$ cat src/hdl/sequence_loss_window_tracker_unit_macros.svh
// assertion macros for the sequence loss window tracker
// expects i_clk and i_rst_n in the including module
`ifndef SEQUENCE_LOSS_WINDOW_TRACKER_UNIT_MACROS_SVH
`define SEQUENCE_LOSS_WINDOW_TRACKER_UNIT_MACROS_SVH

// same-cycle implication
`define SLWT_ASSERT_SAME(label, ante, cons) \
    label: assert property (@(posedge i_clk) disable iff (!i_rst_n) (ante) |-> (cons)) \
        else $error("slwt assertion failed");

// next-cycle implication
`define SLWT_ASSERT_NEXT(label, ante, cons) \
    label: assert property (@(posedge i_clk) disable iff (!i_rst_n) (ante) |=> (cons)) \
        else $error("slwt assertion failed");

`endif

$ cat src/hdl/slwt_pkg.sv
// shared constants, types and codes for the sequence loss window tracker
// no dependencies
`timescale 1ns / 1ps

package slwt_pkg;

    localparam int WINDOW = 64;
    localparam int POS_W  = $clog2(WINDOW);

    localparam int SN_W     = 8;
    localparam int STEP_W   = 9;
    localparam int POS_R_W  = 8;
    localparam int STATUS_W = 2;
    localparam int LOST_W   = 7;
    localparam int TOTAL_W  = 32;
    localparam int OUT_W    = 48;

    localparam logic [STATUS_W-1:0] STATUS_FIRST    = 2'd0;
    localparam logic [STATUS_W-1:0] STATUS_OLD      = 2'd1;
    localparam logic [STATUS_W-1:0] STATUS_RECORDED = 2'd2;

    typedef enum logic [1:0] {
        ST_IDLE,
        ST_SLIDE,
        ST_DONE
    } t_state;

    typedef struct packed {
        logic             init;
        logic             shift;
        logic             mark;
        logic [POS_W-1:0] idx;
    } t_win_cmd;

endpackage

$ cat src/hdl/sequence_loss_window_tracker_unit.sv
// sequence loss window tracker: unwraps serial numbers, slides the window slot by slot
// depends on slwt_pkg, slwt_window and sequence_loss_window_tracker_unit_macros.svh
// first or old numbers go from request to result without a slide; recorded ones first slide
// the window by n slots (0..127), then mark their slot in the bitmap
// no new request is taken until the result of the last one is loaded into the output register
// reset: synchronous active low, clears window, running total and output valid
`timescale 1ns / 1ps
`include "sequence_loss_window_tracker_unit_macros.svh"

module sequence_loss_window_tracker_unit (
    input  logic        i_clk,
    input  logic        i_rst_n,
    input  logic        i_s_axis_tvalid,
    output logic        o_s_axis_tready,
    input  logic [7:0]  i_s_axis_tdata,   // serial_number[7:0]
    output logic        o_m_axis_tvalid,
    input  logic        i_m_axis_tready,
    output logic [47:0] o_m_axis_tdata    // status[1:0], lost_now[8:2], lost_total[40:9]
);

    slwt_pkg::t_state   r_state, n_state;
    slwt_pkg::t_win_cmd w_cmd;

    logic                         r_started, n_started;
    logic [slwt_pkg::SN_W-1:0]    r_hs_lo, n_hs_lo;
    logic [slwt_pkg::POS_W-1:0]   r_rel, n_rel;
    logic [slwt_pkg::POS_R_W-1:0] r_pos, n_pos;
    logic                         r_adv, n_adv;
    logic [slwt_pkg::LOST_W-1:0]  r_lost, n_lost;
    logic [slwt_pkg::STATUS_W-1:0] r_status, n_status;
    logic [slwt_pkg::TOTAL_W-1:0] r_total, n_total;
    logic                         r_out_valid, n_out_valid;
    logic [slwt_pkg::STATUS_W-1:0] r_out_status, n_out_status;
    logic [slwt_pkg::LOST_W-1:0]  r_out_lost, n_out_lost;

    logic                          w_accept;
    logic                          w_load_out;
    logic                          w_beyond;
    logic                          w_lsb;
    logic [slwt_pkg::SN_W-1:0]     w_diff;
    logic signed [slwt_pkg::STEP_W-1:0] w_r;
    logic [slwt_pkg::TOTAL_W:0]    w_sum;

    assign w_diff   = i_s_axis_tdata - r_hs_lo;
    assign w_r      = $signed(slwt_pkg::STEP_W'(r_rel)) + $signed({w_diff[7], w_diff});
    assign w_beyond = r_pos >= slwt_pkg::POS_R_W'(slwt_pkg::WINDOW);
    assign w_accept = i_s_axis_tvalid && o_s_axis_tready;
    assign w_sum    = {1'b0, r_total} + (slwt_pkg::TOTAL_W + 1)'(r_lost);

    slwt_window u_window (
        .i_clk   (i_clk),
        .i_rst_n (i_rst_n),
        .i_cmd   (w_cmd),
        .o_lsb   (w_lsb)
    );

    // next state
    always_comb begin
        n_state = r_state;
        case (r_state)
            slwt_pkg::ST_IDLE: begin
                if (w_accept) begin
                    if (r_started && !w_r[slwt_pkg::STEP_W-1]) begin
                        n_state = slwt_pkg::ST_SLIDE;
                    end else begin
                        n_state = slwt_pkg::ST_DONE;
                    end
                end
            end
            slwt_pkg::ST_SLIDE: begin
                if (!w_beyond) begin
                    n_state = slwt_pkg::ST_DONE;
                end
            end
            slwt_pkg::ST_DONE: begin
                if (w_load_out) begin
                    n_state = slwt_pkg::ST_IDLE;
                end
            end
            default: begin
                n_state = slwt_pkg::ST_IDLE;
            end
        endcase
    end

    // outputs of the sequencer
    always_comb begin
        o_s_axis_tready = 1'b0;
        w_load_out      = 1'b0;
        w_cmd           = '0;
        w_cmd.idx       = r_pos[slwt_pkg::POS_W-1:0];
        case (r_state)
            slwt_pkg::ST_IDLE: begin
                o_s_axis_tready = 1'b1;
                w_cmd.init      = i_s_axis_tvalid && !r_started;
            end
            slwt_pkg::ST_SLIDE: begin
                w_cmd.shift = w_beyond;
                w_cmd.mark  = !w_beyond;
            end
            slwt_pkg::ST_DONE: begin
                w_load_out = !r_out_valid || i_m_axis_tready;
            end
            default: begin
                o_s_axis_tready = 1'b0;
            end
        endcase
    end

    // datapath next values
    always_comb begin
        n_started    = r_started;
        n_hs_lo      = r_hs_lo;
        n_rel        = r_rel;
        n_pos        = r_pos;
        n_adv        = r_adv;
        n_lost       = r_lost;
        n_status     = r_status;
        n_total      = r_total;
        n_out_valid  = r_out_valid && !i_m_axis_tready;
        n_out_status = r_out_status;
        n_out_lost   = r_out_lost;
        if (w_accept) begin
            n_lost = '0;
            if (!r_started) begin
                n_started = 1'b1;
                n_hs_lo   = i_s_axis_tdata;
                n_rel     = '0;
                n_status  = slwt_pkg::STATUS_FIRST;
            end else begin
                n_adv = !w_diff[7] && (w_diff != '0);
                if (n_adv) begin
                    n_hs_lo = i_s_axis_tdata;
                end
                n_pos    = w_r[slwt_pkg::POS_R_W-1:0];
                n_status = w_r[slwt_pkg::STEP_W-1] ? slwt_pkg::STATUS_OLD
                                                   : slwt_pkg::STATUS_RECORDED;
            end
        end
        if (w_cmd.shift) begin
            n_pos  = r_pos - 1'b1;
            n_lost = r_lost + slwt_pkg::LOST_W'(!w_lsb);
        end
        if (w_cmd.mark && r_adv) begin
            n_rel = r_pos[slwt_pkg::POS_W-1:0];
        end
        if (w_load_out) begin
            n_out_valid  = 1'b1;
            n_out_status = r_status;
            n_out_lost   = r_lost;
            n_total      = w_sum[slwt_pkg::TOTAL_W] ? '1 : w_sum[slwt_pkg::TOTAL_W-1:0];
        end
    end

    always_ff @(posedge i_clk) begin
        if (!i_rst_n) begin
            r_state     <= slwt_pkg::ST_IDLE;
            r_started   <= 1'b0;
            r_hs_lo     <= '0;
            r_rel       <= '0;
            r_total     <= '0;
            r_out_valid <= 1'b0;
        end else begin
            r_state     <= n_state;
            r_started   <= n_started;
            r_hs_lo     <= n_hs_lo;
            r_rel       <= n_rel;
            r_total     <= n_total;
            r_out_valid <= n_out_valid;
        end
    end

    always_ff @(posedge i_clk) begin
        r_pos        <= n_pos;
        r_adv        <= n_adv;
        r_lost       <= n_lost;
        r_status     <= n_status;
        r_out_status <= n_out_status;
        r_out_lost   <= n_out_lost;
    end

    assign o_m_axis_tvalid = r_out_valid;
    assign o_m_axis_tdata  = slwt_pkg::OUT_W'({r_total, r_out_lost, r_out_status});

    `SLWT_ASSERT_NEXT(a_accept_leaves_idle, w_accept, r_state != slwt_pkg::ST_IDLE)
    `SLWT_ASSERT_NEXT(a_shift_counts_one, w_cmd.shift, r_lost <= $past(r_lost) + 1'b1)
    `SLWT_ASSERT_SAME(a_first_no_loss, r_out_valid && r_out_status == slwt_pkg::STATUS_FIRST,
                      r_out_lost == '0)
    `SLWT_ASSERT_SAME(a_old_no_loss, r_out_valid && r_out_status == slwt_pkg::STATUS_OLD,
                      r_out_lost == '0)
    `SLWT_ASSERT_NEXT(a_total_monotonic, r_started, r_total >= $past(r_total))

endmodule

$ cat src/hdl/slwt_window.sv
// arrival bitmap of the tracking window, one slot shifted out per cycle while a shift is commanded
// depends on slwt_pkg
`timescale 1ns / 1ps

module slwt_window (
    input  logic              i_clk,
    input  logic              i_rst_n,
    input  slwt_pkg::t_win_cmd i_cmd,
    output logic              o_lsb
);

    logic [slwt_pkg::WINDOW-1:0] r_bitmap;
    logic [slwt_pkg::WINDOW-1:0] n_bitmap;

    always_comb begin
        n_bitmap = r_bitmap;
        if (i_cmd.init) begin
            n_bitmap = slwt_pkg::WINDOW'(1);
        end else if (i_cmd.shift) begin
            n_bitmap = r_bitmap >> 1;
        end else if (i_cmd.mark) begin
            n_bitmap[i_cmd.idx] = 1'b1;
        end
    end

    always_ff @(posedge i_clk) begin
        if (!i_rst_n) begin
            r_bitmap <= '0;
        end else begin
            r_bitmap <= n_bitmap;
        end
    end

    assign o_lsb = r_bitmap[0];

endmodule
$ cat config.mk
export PLATFORM = sky130hd
export DESIGN_NAME = sequence_loss_window_tracker_unit
export DESIGN_NICKNAME = d
export VERILOG_FILES = /design/src/hdl/slwt_pkg.sv /design/src/hdl/sequence_loss_window_tracker_unit.sv /design/src/hdl/slwt_window.sv
export VERILOG_INCLUDE_DIRS = /design/src /design/src/hdl
export SDC_FILE = /design/constraint.sdc
export NUM_CORES = 1
export LEC_CHECK = 0
export ABC_AREA = 1
export BUFFER_PORTS_ARGS = -buffer_cell sky130_fd_sc_hd__buf_2
export CORE_ASPECT_RATIO = 1.25
export CORE_UTILIZATION = 60
export CTS_CLUSTER_DIAMETER = 200
export CTS_CLUSTER_SIZE = 30
export DETAILED_ROUTE_END_ITERATION = 7
export PLACE_DENSITY = 0.77
export SLEW_MARGIN = 15
export SYNTH_ARGS = -nofsm -noshare
export SYNTH_HDL_FRONTEND = slang
export SYNTH_SLANG_ARGS = --single-unit
$ cat constraint.sdc
create_clock -name i_clk -period 4.57 [get_ports i_clk]
set_clock_uncertainty 0.15 [all_clocks]
set_input_delay 0 -clock i_clk [delete_from_list [all_inputs] [get_ports i_clk]]
set_output_delay 0 -clock i_clk [all_outputs]
set_load 0.1 [all_outputs]
==> flow_metrics.env, run 1 <==
export IMPL_ir_drop_v=0.000265
export IMPL_cts_setup_buffers=0
export IMPL_reg2reg_to="r_hs_lo[3]"
export IMPL_hold_class="reg -> reg"
export IMPL_path_cells="ha_1 > inv_1 > fa_1 > inv_1 > nand2_1 > a21oi_1 > nand3_1 > nor2_1 > nand3_1 > nand3_2 > nand3_1 > nand2_1 > nor2_1 > dlygate4sd3_1"
export IMPL_setup_ws_ns=1.63
export IMPL_grt_overflow_total=0
export IMPL_antenna_found_initial=0
export IMPL_synth_edf_count=27
export IMPL_cts_tree="yes"
export IMPL_timing_final_crit_period_ns=2.94
export IMPL_gp_congestion=0.922
export IMPL_design_area_um2=8610
export IMPL_drc=0
export IMPL_required_ns=4.73
export IMPL_fin_nets=1107
export IMPL_nFillCells=1053
export IMPL_rsz0062_at_grt="false"
export IMPL_critPathTopFamily="simple AND/OR/NAND/NOR gates"
export IMPL_numCtsBuffers=17
export IMPL_synthArstFlopShare_pct=0
export IMPL_die_w_um=102
export IMPL_reg2reg_slack_ns=1.63
export IMPL_seq_area_frac_synth_pct=40.9
export IMPL_io_buffers=54
export IMPL_routed_wl_um=17700
export IMPL_start_kind="register"
export IMPL_io_pins=62
export IMPL_grt_usage_pct=29.0
export IMPL_synthCells=1013
export IMPL_dp_hpwl_um=11900
export IMPL_worstMarginPinSlew_ns=0.755
export IMPL_synth_ff_type="dfxtp_1"
export IMPL_antenna_cells=0
export IMPL_slew_violations=0
export IMPL_cp_end_kind="register"
export IMPL_placed_cell_area_um2=7840
export IMPL_setup_violations=0
export IMPL_clkTransAtPathRegs_ns=0.06
export IMPL_start_util_pct=61.8
export IMPL_power_density_nw_per_um2=446
export IMPL_hp_start="r_status[1]"
export IMPL_dieArea_um2=13000
export IMPL_clock_fmax_ghz=0.340
export IMPL_drv_cap=0
export IMPL_synth_area_um2=7560
export IMPL_relSlewSlack_pct=49.3
export IMPL_cts_root_buf="clkbuf_16"
export IMPL_insertion_delay_ns=0.43
export IMPL_hold_violations=0
export IMPL_num_vias=6877
export IMPL_critPathArrivalTime_ns=3.10
export IMPL_slowest_stage="dlygate4sd3_1"
export IMPL_clock_sinks=141
export IMPL_ant_nets=0
export IMPL_ys_ff_latch=141
export IMPL_drive_gt1_share_pct=11.6
export IMPL_grt_start_max_net_pins=57
export IMPL_path_max_fanout=16
export IMPL_fp_row_count=45
export IMPL_dr_first_iter_drc_count=360
export IMPL_clk_path_buf_depth=2
export IMPL_vias_per_cell=5.52
export IMPL_cpPeakStageDelay_ns=0.56
export IMPL_coreArea_um2=12200
export IMPL_final_common_cell="nand2_1"
export IMPL_dr_pass1_iters=5
export IMPL_rr_worst_depth=14
export IMPL_yosys_cell_types_count=47
export IMPL_detail_route_wl_per_cell_um=14.2
export IMPL_cp_common_cell="nand3_1"
export IMPL_crit_reg2reg_launch="r_hs_lo[0]"
export IMPL_min_to="r_out_status[1]"
export IMPL_grt_pass1_vias=6593
export IMPL_yosys_warnings=0
export IMPL_path_class="reg -> reg"
export IMPL_mostFrequentLayoutCells="nand2_1 (176), inv_1 (144), nor2_1 (134)"
export IMPL_finalSetupTns_ns=0
export IMPL_status="finished, final reports clean"
export IMPL_grt_pass1_wl_um=29700
export IMPL_leakage_nw=3.88
export IMPL_die_h_um=127
export IMPL_syn_mean_instance_area_um2=7.46
export IMPL_area_growth_pct=13.9
export IMPL_dp_worst_setup_slack_ns=1.81
export IMPL_cp_depth=14
export IMPL_fin_crit_sh_pct=64.4
export IMPL_crit_buf_inv=3
export IMPL_htree_levels=4
export IMPL_worstHoldPathCells=0
export IMPL_final_core_util_pct=70.5
==> repair_timing <==
action / 4_1_cts / 5_1_grt
gates resized for setup: 0 / 0
endpoints found under the hold margin: 30 / 0
hold buffers: 19 / 0
==> Yosys cell counts, drive strengths merged, types with 3 or more instances <==
| cell type | n | area share, % |
|---|---|---|
| o21ai | 43 | 2.9 |
| nand2 | 186 | 9.7 |
| edfxtp | 27 | 11 |
| fa | 3 | 0.79 |
| o221ai | 9 | 1.0 |
| nor3 | 14 | 1.1 |
| dfxtp | 114 | 30 |
| o311ai | 3 | 0.35 |
| clkbuf | 11 | 0.55 |
| o211ai | 23 | 2.3 |
| nand3b | 5 | 0.50 |
| ha | 23 | 3.8 |
| a21oi | 62 | 4.1 |
| o31ai | 7 | 0.70 |
| a31oi | 15 | 1.2 |
| xor2 | 10 | 1.2 |
| xnor2 | 8 | 0.93 |
| nand3 | 68 | 4.7 |
| buf | 34 | 2.7 |
| nand4 | 12 | 0.99 |
| nor4 | 6 | 0.58 |
| inv | 154 | 7.7 |
| or2 | 3 | 0.25 |
| nor2 | 143 | 7.7 |
| a221oi | 21 | 2.4 |
==> worst reg2reg max path, stage by stage (launching register included) <==
cell	delay, ns
dfxtp_1	0.31
ha_1	0.17
inv_1	0.10
fa_1	0.48
inv_1	0.08
nand2_1	0.05
a21oi_1	0.11
nand3_1	0.10
nor2_1	0.14
nand3_1	0.10
nand3_2	0.24
nand3_1	0.13
nand2_1	0.08
nor2_1	0.04
dlygate4sd3_1	0.56
==> metal layers <==
metal	track usage, %	routed length [um]
met4	13.0	395
met1	34.6	7690
met5	0	0
met3	5.91	834
met2	49.7	8780
==> cell families (layout without fill, tap and decap cells) <==
kind of cell / Yosys count / after routing / share of synthesized area [%]
compound gates: 186 / 186 / 15.4
simple gates: 440 / 440 / 25.8
fa+ha+maj: 26 / 26 / 4.60
other cells: 1 / 7 / 0.0496
xor+xnor: 18 / 18 / 2.09
mux: 2 / 2 / 0.265
buf+inv: 199 / 262 / 10.9
flops: 141 / 141 / 40.9
==> area by class of cell <==
type	count	area, um^2	share of cell area [%]
sequential	141	3090	35.9
clock inverter	14	151	1.76
timing repair buffer	76	483	5.61
tap	164	205	2.38
inverter	154	578	6.71
clock buffer	18	429	4.98
multi-input combinational	679	3670	42.6
==> state kept, by name, indices dropped and copies added (netlist names) <==
register           cells
o_m_axis_tvalid        1
r_adv                  1
r_hs_lo                8
r_lost                 7
r_out_lost             7
r_out_status           2
r_pos                  8
r_rel                  6
r_started              1
r_state                2
r_status               2
r_total               32
u_window.r_bitmap     64
==> stage by stage <==
stage / instances / total power [mW] / hold WS [ns]
after detailed placement: 1195 / 2.46 / 0.0977
after floorplan: 1019 / 2.28 / -0.0183
final: 1246 / 3.84 / 0.288
after CTS: 1246 / 3.85 / 0.285
after global placement: 1195 / 2.44 / 0.0914
after global routing: 1246 / 4.02 / 0.288
==> worst max path at each step <==
| stage | from | to | slack [ns] |
|---|---|---|---|
| 2_1_floorplan | r_state[1] | r_pos[0] | 1.30 |
| 3_3_place_gp | r_hs_lo[0] | r_pos[5] | 1.88 |
| 3_5_place_dp | r_hs_lo[0] | r_pos[5] | 1.81 |
| 4_1_cts | r_hs_lo[0] | r_hs_lo[3] | 1.63 |
| 5_1_grt | r_hs_lo[0] | r_hs_lo[6] | 1.36 |
| 6_report | r_hs_lo[0] | r_hs_lo[3] | 1.63 |
==> report_power, final <==
group / internal [mW] / switching (mW) / leakage [nW] / total, mW
Combinational: 0.283 / 0.731 / 2.42 / 1.01
Clock: 0.847 / 0.527 / 0.284 / 1.37
Sequential: 1.38 / 0.0720 / 1.18 / 1.46
Total: 2.51 / 1.33 / 3.88 / 3.84
Note: power is estimated with default switching activity, not from simulation.
==> inputs of run 2 (changes only) <==
--- a/config.mk
+++ b/config.mk
@@ -6,14 +6,14 @@
 export SDC_FILE = /design/constraint.sdc
 export NUM_CORES = 1
 export LEC_CHECK = 0
-export ABC_AREA = 1
+export ABC_AREA = 0
 export BUFFER_PORTS_ARGS = -buffer_cell sky130_fd_sc_hd__buf_2
 export CORE_ASPECT_RATIO = 1.25
-export CORE_UTILIZATION = 60
+export CORE_UTILIZATION = 54
 export CTS_CLUSTER_DIAMETER = 200
 export CTS_CLUSTER_SIZE = 30
 export DETAILED_ROUTE_END_ITERATION = 7
-export PLACE_DENSITY = 0.77
+export PLACE_DENSITY = 0.73
 export SLEW_MARGIN = 15
 export SYNTH_ARGS = -nofsm -noshare
 export SYNTH_HDL_FRONTEND = slang
==> constraint.sdc (replaced) <==
create_clock -name i_clk -period 2.4 [get_ports i_clk]
set_clock_uncertainty 0.15 [all_clocks]
set_input_delay 0 -clock i_clk [delete_from_list [all_inputs] [get_ports i_clk]]
set_output_delay 0 -clock i_clk [all_outputs]
set_load 0.1 [all_outputs]
==> run 2 against run 1 <==
  * The run now ends with setup timing left
  * Combinational power rose by 57%
  * Routed wire length rose by 9.0%
  * First-iteration DRC count fell by 17%
  * Via count fell by 4.8%
  * Hold slack got worse by 0.069 ns
  * Count of clock-buffer cells in the layout did not move
==> flow_metrics.env, run 2 <==
export IMPL_dr_first_iter_drc_count=298
export IMPL_cts_root_buf="clkbuf_16"
export IMPL_regMostFlops="u_window.r_bitmap"
export IMPL_dr_pass1_iters=5
export IMPL_vias_per_cell=5.81
export IMPL_placed_cells=1066
export IMPL_p_comb_share_pct=22.4
export IMPL_timing_final_crit_period_ns=2.91
export IMPL_power_density_nw_per_um2=771
export IMPL_grt_util_met2_pct=50.7
export IMPL_final_core_util_pct=74.9
export IMPL_slew_violations=0
export IMPL_syn_mean_instance_area_um2=8.39
export IMPL_grt_overflow_total=0
export IMPL_critPathArrivalTime_ns=2.92
export IMPL_leakage_nw=3.52
export IMPL_worstMarginPinSlew_ns=0.851
export IMPL_synth_area_leaders="dfxtp_1 (33%), edfxtp_1 (12%), nand2_1 (6.6%)"
export IMPL_mostFrequentLayoutCells="nand2_1 (119), nor2_1 (104), dfxtp_1 (80)"
export IMPL_num_vias=6544
export IMPL_reg_top3="u_window.r_bitmap (64), r_total (32)"
export IMPL_path_class="reg -> reg"
export IMPL_start_util_pct=56.0
export IMPL_grt_util_met1_pct=32.9
export IMPL_synth_top_area_share_pct=33.0
export IMPL_largest_reg_flops=64
export IMPL_synthTopCellsByCount="nand2_1 (122), dfxtp_1 (114), nor2_1 (109)"
export IMPL_ant_nets=0
export IMPL_setup_ws_ns=-0.508
export IMPL_clk_path_buf_depth=2
export IMPL_violations="setup timing"
export IMPL_insertion_delay_ns=0.43
export IMPL_hold_violations=0
export IMPL_seq_area_frac_synth_pct=44.8
export IMPL_io_pins=62
export IMPL_clock_fmax_ghz=0.344
export IMPL_switching_share_pct=30.3
export IMPL_drive_gt1_share_pct=29.9
export IMPL_top_usage_layer="met2"
export IMPL_fin_hold_ws_ns=0.219
export IMPL_gp_congestion=0.834
export IMPL_synthCells=823
export IMPL_synth_area_um2=6910
export IMPL_start_kind="register"
export IMPL_rsz0062_at_grt="true"
export IMPL_clkPwrFrac_pct=40.7
export IMPL_status="finished with violations"
export IMPL_fp_row_count=45
export IMPL_path_max_fanout=4
export IMPL_yosys_cell_types_count=59
export IMPL_dp_hpwl_um=11900
export IMPL_final_cells=1127
export IMPL_detail_route_wl_per_cell_um=17.1
export IMPL_seq_power_share_pct=36.9
export IMPL_coreArea_um2=12300
export IMPL_htree_levels=4
export IMPL_grt_pass1_vias=6302
export IMPL_dieArea_um2=13300
export IMPL_cp_end_kind="register"
export IMPL_antenna_cells=0
export IMPL_cts_tree="yes"
export IMPL_yosysMostFrequentCell="nand2_1"
export IMPL_io_buffers=54
export IMPL_grt_start_max_net_pins=64
export IMPL_drc=0
export IMPL_grt_pass1_wl_um=29500
export IMPL_die_h_um=128
export IMPL_clkTransAtPathRegs_ns=0.06
export IMPL_dp_worst_setup_slack_ns=-0.449
export IMPL_relSlewSlack_pct=43.1
export IMPL_synth_edf_count=27
export IMPL_nFillCells=857
export IMPL_routed_wl_um=19300
export IMPL_fin_nets=988
export IMPL_numCtsBuffers=17
export IMPL_grt_usage_pct=28.6
export IMPL_final_common_cell="nand2_1"
export IMPL_synth_top_area_cell="dfxtp_1"
export IMPL_area_growth_pct=33.7
export IMPL_antenna_found_initial=0
export IMPL_setup_violations=18
export IMPL_required_ns=2.41
export IMPL_drv_cap=0
export IMPL_clock_sinks=141
export IMPL_fin_crit_sh_pct=121
export IMPL_power_report_internal_total_mw=4.96
export IMPL_hold_class="in -> reg"
export IMPL_power_switching_mw=2.16
export IMPL_synthArstFlopShare_pct=0
export IMPL_synth_ff_type="dfxtp_1"
export IMPL_die_w_um=103
export IMPL_ys_ff_latch=141
export IMPL_yosys_warnings=0
export IMPL_ir_drop_v=0.000431
export IMPL_grt_use_met3_pct=6.14
-- run 2: timing repair --
action / CTS / global route
pin swaps: 11 / 33
buffers inserted: 7 / 12
hold buffers: 11 / 0
endpoints found under the hold margin: 18 / 0
cloned: 0 / 2
endpoints found under the setup margin: 27 / 49
resized for setup: 15 / 57
-- run 2: cell families (layout without fill, tap and decap cells) --
group	Yosys count	in the layout	share of synthesized area (%)
AND/OR/NAND/NOR	358	358	23.3
flip-flops	141	141	44.8
buffers and inverters	73	207	4.64
multiplexers	2	2	0.290
XOR/XNOR	35	35	4.44
other	1	7	0.0543
AO/OA/AOI/OAI	187	187	17.4
adder cells (fa/ha/maj)	26	26	5.04
-- run 2: path summary, 6_finish.rpt --
check | start | endpoint | slack (ns) | cells past startpoint
hold reg to reg | r_status[1] | r_out_status[1] | 0.29 | 0
setup reg to reg | r_hs_lo[0] | r_pos[7] | -0.51 | 12
setup / recovery | r_hs_lo[0] | r_pos[7] | -0.51 | 12
hold / removal | i_s_axis_tdata[5] | r_hs_lo[5] | 0.22 | 4
-- run 2: per-stage QoR --
| stage | TNS (ns) | area [um^2] | power (mW) |
|---|---|---|---|
| after floorplan | -1.35 | 7180 | 3.62 |
| after global placement | -3.30 | 8010 | 3.97 |
| after detailed placement | -4.59 | 8010 | 4.01 |
| after CTS | -4.13 | 8870 | 6.94 |
| after global routing | -8.77 | 9240 | 7.32 |
| final | -6.73 | 9240 | 7.12 |
-- run 2: critical path: stages, from the launching register on --
cell and delay, ns:
dfxtp_2 0.35, ha_4 0.13, inv_2 0.04, fa_2 0.36
xor2_1 0.35, ha_1 0.34, nand2_1 0.09, o21ai_1 0.09
o21a_1 0.20, o21a_1 0.20, o21ai_2 0.12, xor2_1 0.15
o21ai_1 0.07
-- run 2: layer usage --
| layer | share of wire (%) | wire length, um |
|---|---|---|
| met3 | 4.8 | 919 |
| met1 | 40 | 7680 |
| met4 | 3.1 | 603 |
| met5 | 0 | 0 |
| met2 | 52 | 10100 |
-- run 2: layout make-up --
type                       count  area [um^2]  area share, %
clock buffer                  18          429           4.65
clock inverter                14          216           2.34
inverter                      22         82.6          0.894
multi-input combinational    615         3990           43.2
sequential                   141         3170           34.3
tap                          164          205           2.22
timing repair buffer         153         1150           12.4
-- run 2: power by group through the flow --
stage | registers, mW | clock network [mW] | logic [mW]
6_report | 2.62 | 2.90 | 1.59
4_1_cts | 2.62 | 2.91 | 1.41
5_1_grt | 2.63 | 3.00 | 1.69
3_3_place_gp | 2.67 | 0 | 1.30
3_5_place_dp | 2.67 | 0 | 1.34
2_1_floorplan | 2.89 | 0 | 0.734
==> inputs of run 3 (changes only) <==
--- a/config.mk
+++ b/config.mk
@@ -8,7 +8,7 @@
 export LEC_CHECK = 0
 export ABC_AREA = 0
 export BUFFER_PORTS_ARGS = -buffer_cell sky130_fd_sc_hd__buf_2
-export CORE_ASPECT_RATIO = 1.25
+export CORE_ASPECT_RATIO = 2
 export CORE_UTILIZATION = 54
 export CTS_CLUSTER_DIAMETER = 200
 export CTS_CLUSTER_SIZE = 30
==> run 3 against run 2 <==
  * The run still ends with setup timing left
  * Flip-flop and latch count stayed put
  * Non-clock buffer count is 1 higher
  * Combinational power is 3% lower
  * Power is 5.4% lower
  * Clock power is 12% lower
  * Maximum frequency is 1.1% higher
  * Sequential share of layout area is 0.084 points higher
  * Die area is 0.18% higher
  * Design area is 0.28% lower
==> flow_metrics.env, run 3 (synthesis results as in run 2) <==
export IMPL_status="finished with violations"
export IMPL_violations="setup timing"
export IMPL_dp_worst_setup_slack_ns=-0.466
export IMPL_crit_buf_inv=1
export IMPL_hp_start="i_s_axis_tdata[5]"
export IMPL_hold_violations=0
export IMPL_fin_crit_sh_pct=120
export IMPL_reg_top3="u_window.r_bitmap (64), r_total (32)"
export IMPL_final_common_cell="nand2_1"
export IMPL_drive_gt1_share_pct=31.1
export IMPL_path_max_fanout=4
export IMPL_grt_overflow_total=0
export IMPL_worstHoldPathCells=4
export IMPL_clock_fmax_ghz=0.348
export IMPL_relSlewSlack_pct=59.7
export IMPL_start_kind="register"
export IMPL_gp_congestion=0.861
export IMPL_ir_drop_v=0.000664
export IMPL_drv_cap=0
export IMPL_required_ns=2.40
export IMPL_htree_levels=4
export IMPL_crit_reg2reg_launch="r_hs_lo[1]"
export IMPL_detail_route_wl_per_cell_um=18.2
export IMPL_dieArea_um2=13300
export IMPL_cp_end_kind="register"
export IMPL_io_pins=62
export IMPL_clkTransAtPathRegs_ns=0.06
export IMPL_clock_sinks=141
export IMPL_vias_per_cell=5.96
export IMPL_numCtsBuffers=17
export IMPL_antenna_cells=0
export IMPL_area_growth_pct=33.4
export IMPL_die_h_um=162
export IMPL_nFillCells=912
export IMPL_multi_input_area_um2=4020
export IMPL_antenna_found_initial=0
export IMPL_largest_reg_flops=64
export IMPL_cts_root_buf="clkbuf_16"
export IMPL_setup_violations=26
export IMPL_clk_path_buf_depth=2
export IMPL_grt_pass1_vias=6672
export IMPL_start_util_pct=55.0
export IMPL_grt_start_max_net_pins=64
export IMPL_path_cells="inv_2 > ha_1 > nand2b_1 > a21oi_2 > xor2_2 > ha_1 > nand2_1 > o21ai_1 > o21a_1 > o21a_1 > o21ai_2 > xor2_1 > o21ai_1"
export IMPL_grt_pass1_wl_um=31300
export IMPL_io_buffers=54
export IMPL_power_density_nw_per_um2=731
export IMPL_ant_nets=0
export IMPL_placed_cells=1054
export IMPL_critPathTopFamily="compound AO/OA/AOI/OAI gates"
export IMPL_setup_ws_ns=-0.476
export IMPL_regMostFlops="u_window.r_bitmap"
export IMPL_dr_first_iter_drc_count=496
export IMPL_fp_row_count=58
export IMPL_rsz0062_at_grt="true"
export IMPL_dp_hpwl_um=13200
export IMPL_rr_worst_depth=13
export IMPL_num_vias=6643
export IMPL_final_cells=1114
export IMPL_ff_latch_area_um2=3160
export IMPL_path_class="reg -> reg"
export IMPL_critPathLaunch="r_hs_lo[1]"
export IMPL_mostFrequentLayoutCells="nand2_1 (120), nor2_1 (105), dfxtp_1 (81)"
export IMPL_critPathArrivalTime_ns=2.88
export IMPL_drc=0
export IMPL_hold_class="in -> reg"
export IMPL_worstMarginPinSlew_ns=0.604
export IMPL_cts_tree="yes"
export IMPL_dr_pass1_iters=5
export IMPL_slew_violations=0
export IMPL_timing_final_crit_period_ns=2.88
export IMPL_cpPeakStageDelay_ns=0.33
export IMPL_fin_nets=989
export IMPL_slowest_stage="dfxtp_2"
export IMPL_routed_wl_um=20300
export IMPL_insertion_delay_ns=0.43
export IMPL_die_w_um=82.0
export IMPL_coreArea_um2=12600
export IMPL_leakage_nw=3.50
export IMPL_cp_depth=13
export IMPL_grt_usage_pct=30.8
run 3: cell count changes in the layout (fill, tap and decap cells not counted), sizes merged:
cell | previous run | this run
buf | 141 | 142
inv | 23 | 26
clkbuf | 19 | 18
bufinv | 5 | 1
clkinvlp | 4 | 3
clkinv | 4 | 7
run 3: final cells by class:
class                   instances  share of cell area (%)
repair buffers                154                    12.9
clock inverters                15                    1.49
well taps                     150                    2.04
multi-input cells             615                    43.7
inverters                      22                   0.896
flip-flops and latches        141                    34.3
clock buffers                  17                    4.62
run 3: repair_timing:
action | 4_1_cts | 5_1_grt
setup buffers | 8 | 9
cloned | 1 | 2
pin swaps | 12 | 27
hold buffers | 11 | 0
endpoints found under the hold margin | 20 | 0
resized for setup | 27 | 57
endpoints found under the setup margin | 32 | 50
run 3: per-stage QoR:
stage               area (um^2)  total power [mW]  TNS (ns)  util, %  hold WS (ns)
floorplan                  7180              3.62     -1.35        -       -0.0154
global placement           8020              3.99     -3.87     63.9         0.104
detailed placement         8020              4.03     -5.02     63.9         0.115
CTS                        8870              6.62     -4.53     70.7         0.226
global route               9210              6.96     -9.95     73.4         0.252
finish                     9210              6.73     -5.81     73.4         0.248
run 3: layer usage:
metal | GRT usage, % | part of all wire, % | up-vias
li1 | - | - | 3131
met1 | 30.9 | 35 | 3204
met2 | 56.2 | 55 | 221
met3 | 5.73 | 4.3 | 87
met4 | 18.2 | 5.6 | 0
met5 | 0 | 0 | -
run 3: tightest hold or removal path: stages:
cell and delay, ns:
buf_2 0.09, dlygate4sd3_1 0.56, nand3_2 0.08, o31ai_2 0.06
run 3: worst paths after layout:
path	to	slack, ns
hold / removal	r_hs_lo[5]	0.25
hold reg to reg	r_out_status[0]	0.31
setup reg to reg	r_pos[7]	-0.48
setup / recovery	r_pos[7]	-0.48
run 3: power breakdown:
part | internal, mW | total [mW] | switching [mW]
sequential | 2.53 | 2.63 | 0.0991
clock | 1.44 | 2.55 | 1.11
combinational | 0.560 | 1.55 | 0.993
